--- config.mk ---
export PLATFORM = sky130hd
export DESIGN_NAME = ftcpd_sqrt_cell
export DESIGN_NICKNAME = d
export VERILOG_FILES = /design/src/hw/rtl/ftcpd_pkg.sv /design/src/hw/rtl/ftcpd_sqrt_cell.sv
export SDC_FILE = /design/constraint.sdc
export NUM_CORES = 1
export LEC_CHECK = 0
export BUFFER_PORTS_ARGS = -buffer_cell sky130_fd_sc_hd__buf_2
export CAP_MARGIN = 20
export CORE_UTILIZATION = 44
export CTS_CLUSTER_SIZE = 30
export DETAILED_ROUTE_END_ITERATION = 6
export GPL_TIMING_DRIVEN = 0
export PLACE_DENSITY = 0.78
export SYNTH_ARGS = -nofsm -noshare
export SYNTH_HDL_FRONTEND = slang
export SYNTH_SLANG_ARGS = --single-unit
--- constraint.sdc ---
create_clock -name clk -period 0.8 [get_ports clk]
set_clock_uncertainty 0.2 [all_clocks]
set_input_delay 0.08 -clock clk [delete_from_list [all_inputs] [get_ports clk]]
set_output_delay 0.08 -clock clk [all_outputs]
set_load 0.02 [all_outputs]
--- src/hw/rtl/ftcpd_pkg.sv ---
// ----------------------------------------------------------------------------
// ftcpd_pkg
// Shared types and codes for the thresholded closest-point fiber distance.
// ----------------------------------------------------------------------------
`default_nettype none

package ftcpd_pkg;

	localparam int FIELD_W = 16;
	localparam int THR_W   = 34;
	localparam int OUT_W   = 17;

	typedef struct packed {
		logic                      req_type;
		logic signed [FIELD_W-1:0] pos_x;
		logic signed [FIELD_W-1:0] pos_y;
		logic signed [FIELD_W-1:0] pos_z;
		logic                      last;
	} req_t;

	typedef struct packed {
		logic [OUT_W-1:0] short_distance;
		logic [OUT_W-1:0] long_distance;
		logic [1:0]       status;
	} result_t;

	localparam logic [1:0] STATUS_OK    = 2'd0;
	localparam logic [1:0] STATUS_EMPTY = 2'd1;
	localparam logic [1:0] STATUS_DROP  = 2'd2;

	// tag riding along the square-root chain
	typedef struct packed {
		logic valid;
		logic side;
	} sqrt_tag_t;

	typedef enum logic [2:0] {
		ST_IDLE,
		ST_RD,
		ST_SQ,
		ST_ACC,
		ST_COL_RD,
		ST_COL_CHK,
		ST_DRAIN,
		ST_DIV
	} state_t;

endpackage

`default_nettype wire

--- src/hw/rtl/ftcpd_sqrt_cell.sv ---
// ----------------------------------------------------------------------------
// ftcpd_sqrt_cell
// One digit of a pipelined integer square root: two radicand bits per cell.
// ----------------------------------------------------------------------------
`default_nettype none

module ftcpd_sqrt_cell #(
	parameter int SW = 17
) (
	input  wire logic                  clk,
	input  wire logic                  arst_n,
	input  wire ftcpd_pkg::sqrt_tag_t  in_tag,
	input  wire logic [SW:0]           in_rem,
	input  wire logic [SW-1:0]         in_root,
	input  wire logic [2*SW-1:0]       in_rad,
	output ftcpd_pkg::sqrt_tag_t       out_tag,
	output logic      [SW:0]           out_rem,
	output logic      [SW-1:0]         out_root,
	output logic      [2*SW-1:0]       out_rad
);
	logic [SW+2:0] cand;
	logic [SW+2:0] trial;
	logic          take;

	assign cand  = {in_rem, in_rad[2*SW-1 -: 2]};
	assign trial = (SW+3)'({in_root, 2'b01});
	assign take  = cand >= trial;

	always_ff @(posedge clk or negedge arst_n) begin
		if (!arst_n) begin
			out_tag <= '0;
		end else begin
			out_tag <= in_tag;
		end
	end

	always_ff @(posedge clk) begin
		out_rem  <= take ? (SW+1)'(cand - trial) : cand[SW:0];
		out_root <= {in_root[SW-2:0], take};
		out_rad  <= {in_rad[2*SW-3:0], 2'b00};
	end

endmodule

`default_nettype wire

* Word-level counts from Yosys, hierarchy flattened
Index checks and enable logic that the tools add are counted.
Word-level totals: flip-flop bits (word level) 69, output and inout port bits 71, input bits 73, logic and storage cells 8
Cells by class: mux-type cells 1, $add $sub $neg 1, magnitude comparators 1
Operators by type and width (count):
- >= comparator 20 x 19 -> 1 bit | 1
- two-way mux 18 bit | 1
- subtractor 18 bit | 1

* Longest topological paths before layout
Gate-level depths: netlist (run 1).
depth after elaboration 2, gate-level depth with buffers 11, mapped depth without buffers 8

* Worst setup path before layout (run 1)
OpenSTA, ideal clock, no wires.
kind in2reg, from input port in_root[9], to register out_rem[11], required time 0.479 ns, cell stages on the path 11, library setup time 0.121 ns, arrival time 1.920 ns, buffers on the path 3, path slack -1.442 ns, cell sequence inv_1 -> ha_1 -> buf_2 -> nand4_2 -> nor3_2 -> a41oi_1 -> o2111a_2 -> or2_1 -> buf_6 -> buf_12 -> mux2_4
Between the ends: cells in the longest elaborated chain, start to end 2, elaborated cells on any way between the ends 3, classes of those cells add/sub (1); order compare (1); mux (1)
Ends and longest elaborated chain:
- start, declared | line ftcpd_sqrt_cell.sv:14 | input wire logic [SW-1:0] in_root,
- subtractor 18 bit or >= comparator 20 x 19 -> 1 bit (tied branches) | line ftcpd_sqrt_cell.sv:38, ftcpd_sqrt_cell.sv:27
- two-way mux 18 bit * | line ftcpd_sqrt_cell.sv:38 | out_rem <= take ? (SW+1)'(cand - trial) : cand[SW:0];
- end signal, assigned | line ftcpd_sqrt_cell.sv:38
- end, declared | line ftcpd_sqrt_cell.sv:17 | output logic [SW:0] out_rem,
Mark *: on every way between the ends. The rest lies on a longest branch, timed or not.

* Worst setup path after layout (run 1)
from input port in_root[3], to register out_rem[14]
The elaborated chain is that of the path after synthesis.

==> results of run 1 <==
cells in the final DEF (no fill, tap or decap), types with 3 or more instances in the layout:
master,instances
nor3_1,3
buf_6,79
buf_2,62
inv_1,10
a21oi_1,7
o21ai_2,3
buf_12,3
o21ai_0,7
o21ai_1,5
nor2_1,5
dlygate4sd3_1,50
ha_4,14
nand2b_1,3
inv_2,8
nand2_2,4
inv_4,3
mux2_2,9
ha_1,3
a21oi_4,4
mux2_4,3
xor2_1,5
dfxtp_2,66
buf_4,34
clkbuf_8,9
nor2b_1,3
nand2_1,7
a21oi_2,6
xnor2_1,6
a21o_1,3
o211ai_1,4
o21a_1,4
nor2_2,3
nand3_1,4
cell families after synthesis:
kind of cell / Yosys count
multiplexers: 13
AO/OA/AOI/OAI: 57
buffers and inverters: 28
adder cells (fa/ha/maj): 19
AND/OR/NAND/NOR: 45
XOR/XNOR: 12
flip-flops: 69
other: 1
how the worst max path moves through the flow:
stage                        to  slack, ns
floorplan           out_rem[11]      -1.29
global placement    out_rem[11]      -1.61
detailed placement  out_rem[13]      -1.63
CTS                 out_rem[13]      -1.06
global route         out_rem[9]      -1.39
finish              out_rem[14]      -1.45
synth_stat cells, types with 2 or more instances:
library cell   n  share of area
o211ai_1       4          0.011
nor3_1         5         0.0094
nor2_1         8          0.011
xor2_1         5          0.017
a21o_1         3         0.0085
nand2b_1       4         0.0094
mux2_4         3          0.017
nor2b_1        3         0.0071
o21a_1         4          0.011
xnor2_1        7          0.023
inv_1         22          0.031
nand3_1        4         0.0076
ha_1          19          0.090
a211oi_1       2         0.0057
buf_4          2         0.0057
nand2_1       11          0.016
a31oi_1        2         0.0047
dfrtp_1        2          0.019
o31ai_1        3         0.0085
a21oi_1       16          0.030
o21ai_0       15          0.028
dfxtp_1       67           0.51
mux2_2         9          0.038
worst max-delay path, delay by kind of cell:
| family | cells | cell delay [ns] |
|---|---|---|
| adder cells (fa/ha/maj) | 1 | 0.27 |
| AO/OA/AOI/OAI | 5 | 1.03 |
| buffers and inverters | 4 | 0.39 |
| multiplexers | 1 | 0.48 |
stage by stage:
| stage | util | instances | cell area (um2) | setup slack [ns] |
|---|---|---|---|---|
| floorplan | - | 245 | 2864 | -1.291 |
| global placement | 0.6487 | 458 | 3660 | -1.610 |
| detailed placement | 0.6487 | 458 | 3660 | -1.627 |
| CTS | 0.9157 | 542 | 5166 | -1.065 |
| global route | 0.9619 | 557 | 5426 | -1.386 |
| finish | 0.9619 | 557 | 5426 | -1.451 |
report_power, final:
part / switching (W) / total (W) / internal [W]
Combinational: 0.00200 / 0.00399 / 0.00199
Sequential: 0.000204 / 0.00405 / 0.00385
Clock: 0.00161 / 0.00305 / 0.00144
Total: 0.00381 / 0.0111 / 0.00728
flip-flops by register name (all words and copies together) (netlist names):
register,count
out_tag,2
out_rem,18
out_rad,32
out_root,17
layer usage:
metal  up-vias  part of all wire  global-route usage
met3       167              0.13              0.1074
met1      1578              0.33              0.4906
met5         -                 0                   0
met2       408              0.44              0.6530
met4         0             0.096              0.2418
li1       1309                 -                   -
repair_timing:
action                                 CTS  global route
pin swaps                               19            25
endpoints found under the hold margin   70            21
resized for setup                      233            47
buffers inserted                        17            17
setup endpoints to repair               88            88
gates cloned                             1             0
area by class of cell:
type,count,area [um2]
flip-flops and latches,69,1474
multi-input cells,148,1510
clock buffers,10,127.6
plain buffers,4,46.29
inverters,22,102.6
repair buffers,226,2012
well taps,72,90.09
fillers,98,215.2
clock inverters,6,63.81
==> flow_summary_export.csv, run 1 <==
group,metric,value,unit
grt,overflow,0,
setup_path,cp_cell_sequence,"buf_12, inv_12, ha_4, o211ai_1, a21oi_4, o21ai_4, buf_4, buf_4, o21ai_2, mux2i_1, o41ai_4",
setup_path,path_max_fanout,4,
die,core,0.005642,mm2
yosys,synth_fa_ha_area_frac,0.08966,
yosys,async_flop_share,0.02899,
grt,antenna_found_initial,0,
power,max-vdd-ir-drop,0.001618,V
clock_network,clock_sinks,69,
setup_path,cp.arrival,2.28,ns
die,die_w,79.63,um
route,wl_per_cell,28.48,um
die,pin_count,144,
worst_hold_path,hp-class,"input port to register",
setup_path,crit_type,"input port to register",
worst_hold_path,hp-start,"in_root[3]",
timing,relSlewSlack,0.5995,
worst_hold_path,worstHoldPathCells,2,
die,num_rows,27,
setup_path,cpMostUsedCell,"buf_4",
clock_network,cts.clk_slew.worst_paths,0.08,ns
yosys,synth-xor-area-share,0.03964,
power,finalPower,0.01109,W
yosys,synthCells,244,
placement,hpwl,4933,um
route,vias,3462,
clock_network,ctsHoldBuffers,50,
timing,whs,-0.2510,ns
placement,port_buffers,141,
yosys,ys_seq_area_frac,0.5248,
grt,first_global_vias,3206,
timing,final-setup-viol-count,88,
worst_hold_path,holdPathEnd,"out_root[4]",
route,route.detailed.drc,1,
grt,grt_max_degree,14,
yosys,synth_mux_area_frac,0.05899,
setup_path,startpoint_type,"input port",
run,drv_cap,0,
finish,drive_gt1_frac,0.7010,
setup_path,startpoint,"in_root[3]",
finish,n_antenna_cell,0,
power,leakagePower,2.444,nW
die,die_h,79.63,um
grt,gr-usage-all-layers,0.4085,
setup_path,end_kind,"register",
timing,worst_slew_pin_slew,0.5981,ns
route,drtPass1Iterations,7,
route,routed_wl,15860,um
route,vias_per_cell,6.215,
clock_network,cts_buffer_depth,2,
timing,drv_slew,0,
route,ant_nets,0,
clock_network,cts-htree-levels,3,
finish,final_nets,572,
setup_path,slowest_stage,"mux2i_1",
yosys,ys_ff_latch,69,
timing,worst_slack,-1.451,ns
yosys,synth_edf_count,0,
die,start_util,0.4699,
timing,hold_violations,21,
timing,fin_tns_setup,-46.65,ns
setup_path,max_stage_delay,0.48,ns
clock_network,numCtsBuffers,9,
outcome,violations,"design-rule violations, negative hold slack, negative setup slack",
yosys,syn_area,0.002651,mm2
yosys,synth_top_family_by_area,"compound AO/OA/AOI/OAI gates",
placement,gp_congestion,0.8363,
yosys,avgSynthCellArea,10.87,um2
timing,fin_crit_sh,2.814,
timing,grt_setup_unrepaired,"true",
yosys,yosys.area_share.simple,0.09014,
setup_path,cp_data_required_time,0.83,ns
die,dieArea,0.006340,mm2
yosys,ys_warn_count,0,
timing,max_freq,0.4442,GHz
grt,grt_first_pass_wirelength,18630,um
clock_network,cts_root_buf,"clkbuf_8",
finish,area.growth.synth_to_final,104.7,%
yosys,yosysUniqueCellTypes,47,
route,drt_iter0_markers,379,
power,power_density,2043,mW/mm2
yosys,synth-compound-area-share,0.1430,
yosys,ys.flop_type,"dfxtp_1",
timing,fin_crit,2.251,ns
clock_network,cts_tree,"done",
outcome,status,"complete, but fails checks",
(Power assumes the default switching activity.)
==> run 2: changes to the inputs <==
--- a/config.mk
+++ b/config.mk
@@ -11,7 +11,7 @@
 export CTS_CLUSTER_SIZE = 30
 export DETAILED_ROUTE_END_ITERATION = 6
 export GPL_TIMING_DRIVEN = 0
-export PLACE_DENSITY = 0.78
+export PLACE_DENSITY = 0.86
 export SYNTH_ARGS = -nofsm -noshare
 export SYNTH_HDL_FRONTEND = slang
 export SYNTH_SLANG_ARGS = --single-unit
==> flow_summary_export.csv, run 2 <==
group,metric,value,unit
yosys,ys_ff_latch,69,
outcome,stop_stage,"global routing",
clock_network,clock_sinks,69,
yosys,yosysUniqueCellTypes,47,
placement,hpwl,5100,um
placement,dp_cells,458,
yosys,synth_edf_count,0,
timing,endpoint_type,"sequential cell input",
yosys,synthTopCellsByCount,"dfxtp_1 (67), inv_1 (22), ha_1 (19), a21oi_1 (16), o21ai_0 (15)",
outcome,status,"aborted with a tool error",
yosys,synthCells,244,
yosys,yosysMostFrequentCell,"dfxtp_1",
clock_network,cts_buffer_depth,2,
yosys,netlist_top_cells_area,"dfxtp_1 (51%), ha_1 (9.0%), mux2_2 (3.8%)",
die,die_h,79.63,um
yosys,avgSynthCellArea,10.87,um2
placement,gp_congestion,0.8438,
yosys,ys_warn_count,0,
grt,grt_max_degree,13,
clock_network,cts-htree-levels,3,
grt,antenna_found_initial,1,
grt,gr-usage-all-layers,0.6650,
outcome,error,"[ERROR GRT-0232] Routing congestion too high. Check the congestion heatmap in the GUI.",
die,pin_count,144,
grt,overflow,13,
yosys,ys_seq_area_frac,0.5248,
timing,grt_worst_setup_endpoint,"out_rem[13]$_DFF_P_/D",
die,num_rows,27,
yosys,yosysTopAreaCell,"dfxtp_1",
die,die_w,79.63,um
yosys,ys.flop_type,"dfxtp_1",
yosys,syn_area,0.002651,mm2
clock_network,numCtsBuffers,9,
clock_network,cts_root_buf,"clkbuf_8",
yosys,async_flop_share,0.02899,
yosys,synth.top_cell.area_share,0.5059,
placement,port_buffers,141,
placement,place_ws,-1.649,ns
die,start_util,0.4699,
run 2: cell counts after synthesis:
No cell type changed its count.
run 2: cell families after synthesis:
group,after synthesis,share of synthesized area
AND/OR/NAND/NOR,45,0.09014
flip-flops,69,0.5248
XOR/XNOR,12,0.03964
AO/OA/AOI/OAI,57,0.1430
buffers and inverters,28,0.05238
multiplexers,13,0.05899
adder cells (fa/ha/maj),19,0.08967
other,1,0.001414
run 2: metal layers:
| metal | GRT overflow | global-route usage |
|---|---|---|
| met3 | 0 | 0.4754 |
| met5 | 0 | 0.009091 |
| met2 | 5 | 0.8735 |
| met1 | 0 | 0.6461 |
| met4 | 8 | 0.7018 |
run 2: metrics by stage:
stage	setup TNS [ns]	hold slack (ns)	area [um2]
floorplan	-22.00	-0.4156	2864
global placement	-28.40	-0.3341	3660
detailed placement	-29.45	-0.3335	3660
CTS	-38.39	-0.3472	5161
run 2: what timing repair did:
action                                 in CTS
cloned                                      1
endpoints found under the hold margin      70
setup endpoints to repair                  88
setup buffers                              16
hold buffers                               50
gates resized for setup                   231
pin swaps                                  13
==> run 3: changes to the inputs <==
--- a/config.mk
+++ b/config.mk
@@ -7,11 +7,10 @@
 export LEC_CHECK = 0
 export BUFFER_PORTS_ARGS = -buffer_cell sky130_fd_sc_hd__buf_2
 export CAP_MARGIN = 20
-export CORE_UTILIZATION = 44
-export CTS_CLUSTER_SIZE = 30
+export CORE_UTILIZATION = 40
 export DETAILED_ROUTE_END_ITERATION = 6
 export GPL_TIMING_DRIVEN = 0
-export PLACE_DENSITY = 0.86
+export PLACE_DENSITY_LB_ADDON = 0.15
 export SYNTH_ARGS = -nofsm -noshare
 export SYNTH_HDL_FRONTEND = slang
 export SYNTH_SLANG_ARGS = --single-unit
==> flow_summary_export.csv, run 3 (same netlist as run 1, synthesis figures left out) <==
group,metric,value,unit
finish,fin_cells,558,
power,leakagePower,2.441,nW
setup_path,startpoint_type,"input port",
finish,final_area,0.005408,mm2
setup_path,cp.arrival,1.92,ns
timing,max_freq,0.5283,GHz
power,finalPower,0.01088,W
finish,final_util,0.8468,
run,drv_cap,0,
clock_network,ctsHoldBuffers,51,
setup_path,crit_type,"input port to register",
timing,grt_setup_unrepaired,"true",
finish,mostFrequentLayoutCell,"buf_6",
route,routed_wl,9118,um
finish,drive_gt1_frac,0.6611,
die,pin_count,144,
die,die_h,83.42,um
placement,placed_area,0.003666,mm2
route,drtPass1Iterations,4,
grt,overflow,0,
grt,first_global_vias,2754,
die,start_util,0.4152,
route,wl_per_cell,16.34,um
power,power_density,2013,mW/mm2
finish,largest-register,"out_rad",
finish,fill_cells,320,
timing,drv_slew,0,
placement,port_buffers,141,
placement,place_ws,-1.665,ns
finish,ff_latch_area,0.001474,mm2
outcome,status,"complete, but fails checks",
finish,final_nets,568,
finish,largest_registers,"out_rad (32), out_rem (18), out_root (17)",
power,max-vdd-ir-drop,0.001584,V
die,core,0.006386,mm2
clock_network,cts-htree-levels,3,
finish,area.growth.synth_to_final,104.0,%
finish,n_antenna_cell,0,
clock_network,clock_sinks,69,
timing,whs,-0.2449,ns
placement,dp_cells,463,
route,route.detailed.drc,0,
grt,grt_max_degree,13,
clock_network,cts.clk_slew.worst_paths,0.08,ns
route,vias,2703,
grt,gr-usage-all-layers,0.2441,
setup_path,path_max_fanout,5,
placement,hpwl,4660,um
setup_path,end_kind,"register",
outcome,violations,"negative hold slack, negative setup slack",
timing,fin_crit,1.893,ns
timing,worst_slack,-1.093,ns
timing,final-setup-viol-count,88,
die,die_w,83.42,um
timing,hold_violations,20,
route,ant_nets,0,
timing,fin_crit_sh,2.366,
grt,grt_first_pass_wirelength,13530,um
clock_network,cts_tree,"done",
route,vias_per_cell,4.844,
finish,multiInputGateArea,0.001449,mm2
clock_network,cts_buffer_depth,2,
placement,gp_congestion,0.8149,
clock_network,cts_root_buf,"clkbuf_8",
finish,layout.cells.most_common_list,"buf_6 (77), dfxtp_2 (66), buf_2 (62)",
finish,largest_reg_flops,32,
clock_network,numCtsBuffers,9,
worst_hold_path,hp-class,"input port to register",
setup_path,cp_data_required_time,0.82,ns
die,dieArea,0.006958,mm2
die,num_rows,29,
grt,antenna_found_initial,0,
route,drt_iter0_markers,122,
==> run 3: per-stage QoR <==
stage / setup TNS (ns) / hold slack (ns)
final: -37.81 / -0.2449
after floorplan: -22.00 / -0.4156
after detailed placement: -29.15 / -0.3333
after global placement: -28.88 / -0.3358
after CTS: -38.30 / -0.2677
after global routing: -40.95 / -0.2575
==> run 3: repair_timing <==
item	in CTS	in global routing
buffers inserted	18	9
pin swaps	10	17
endpoints found under the setup margin	88	88
resized for setup	231	28
endpoints found under the hold margin	70	20
cloned	1	1
==> run 3: metal layers <==
layer	global-route usage	vias to the layer above	share of wire	wire length (um)
met3	0.07356	8	0.063	577
met2	0.4501	111	0.54	4926
met1	0.2715	1273	0.39	3525
li1	-	1311	-	-
met4	0.06471	0	0.0098	89
met5	0	-	0	0
==> run 3: layout make-up <==
type,instances,share of cell area
timing repair buffer,221,0.3674
sequential,69,0.2726
multi-input combinational,148,0.2679
clock buffer,10,0.02360
clock inverter,6,0.02059
inverter,22,0.01897
tap,77,0.01782
buffer,5,0.01111
==> run 3: critical path, stage by stage <==
cell       delay [ns]
buf_2            0.08
inv_1            0.05
ha_4             0.30
nand2b_4         0.07
a21oi_4          0.18
o21ai_4          0.07
o2111a_2         0.25
or2_1            0.23
buf_6            0.15
clkbuf_16        0.16
mux2_2           0.27
==> run 3: path summary, 6_finish.rpt <==
path / startpoint / end / slack [ns] / cells past startpoint
min in group asynchronous: arst_n / out_tag[0] / -0.15 / 2
max in group asynchronous: arst_n / out_tag[1] / 0.46 / 2
worst max-delay path: in_root[0] / out_rem[9] / -1.09 / 11
worst min-delay path: in_rad[32] / out_rem[0] / -0.24 / 2
==> run 3: report_power, final <==
group | internal, W | switching (W) | leakage, nW
clock | 0.00207 | 0.00133 | 0.116
sequential | 0.00384 | 0.000166 | 0.589
combinational | 0.00192 | 0.00155 | 1.74
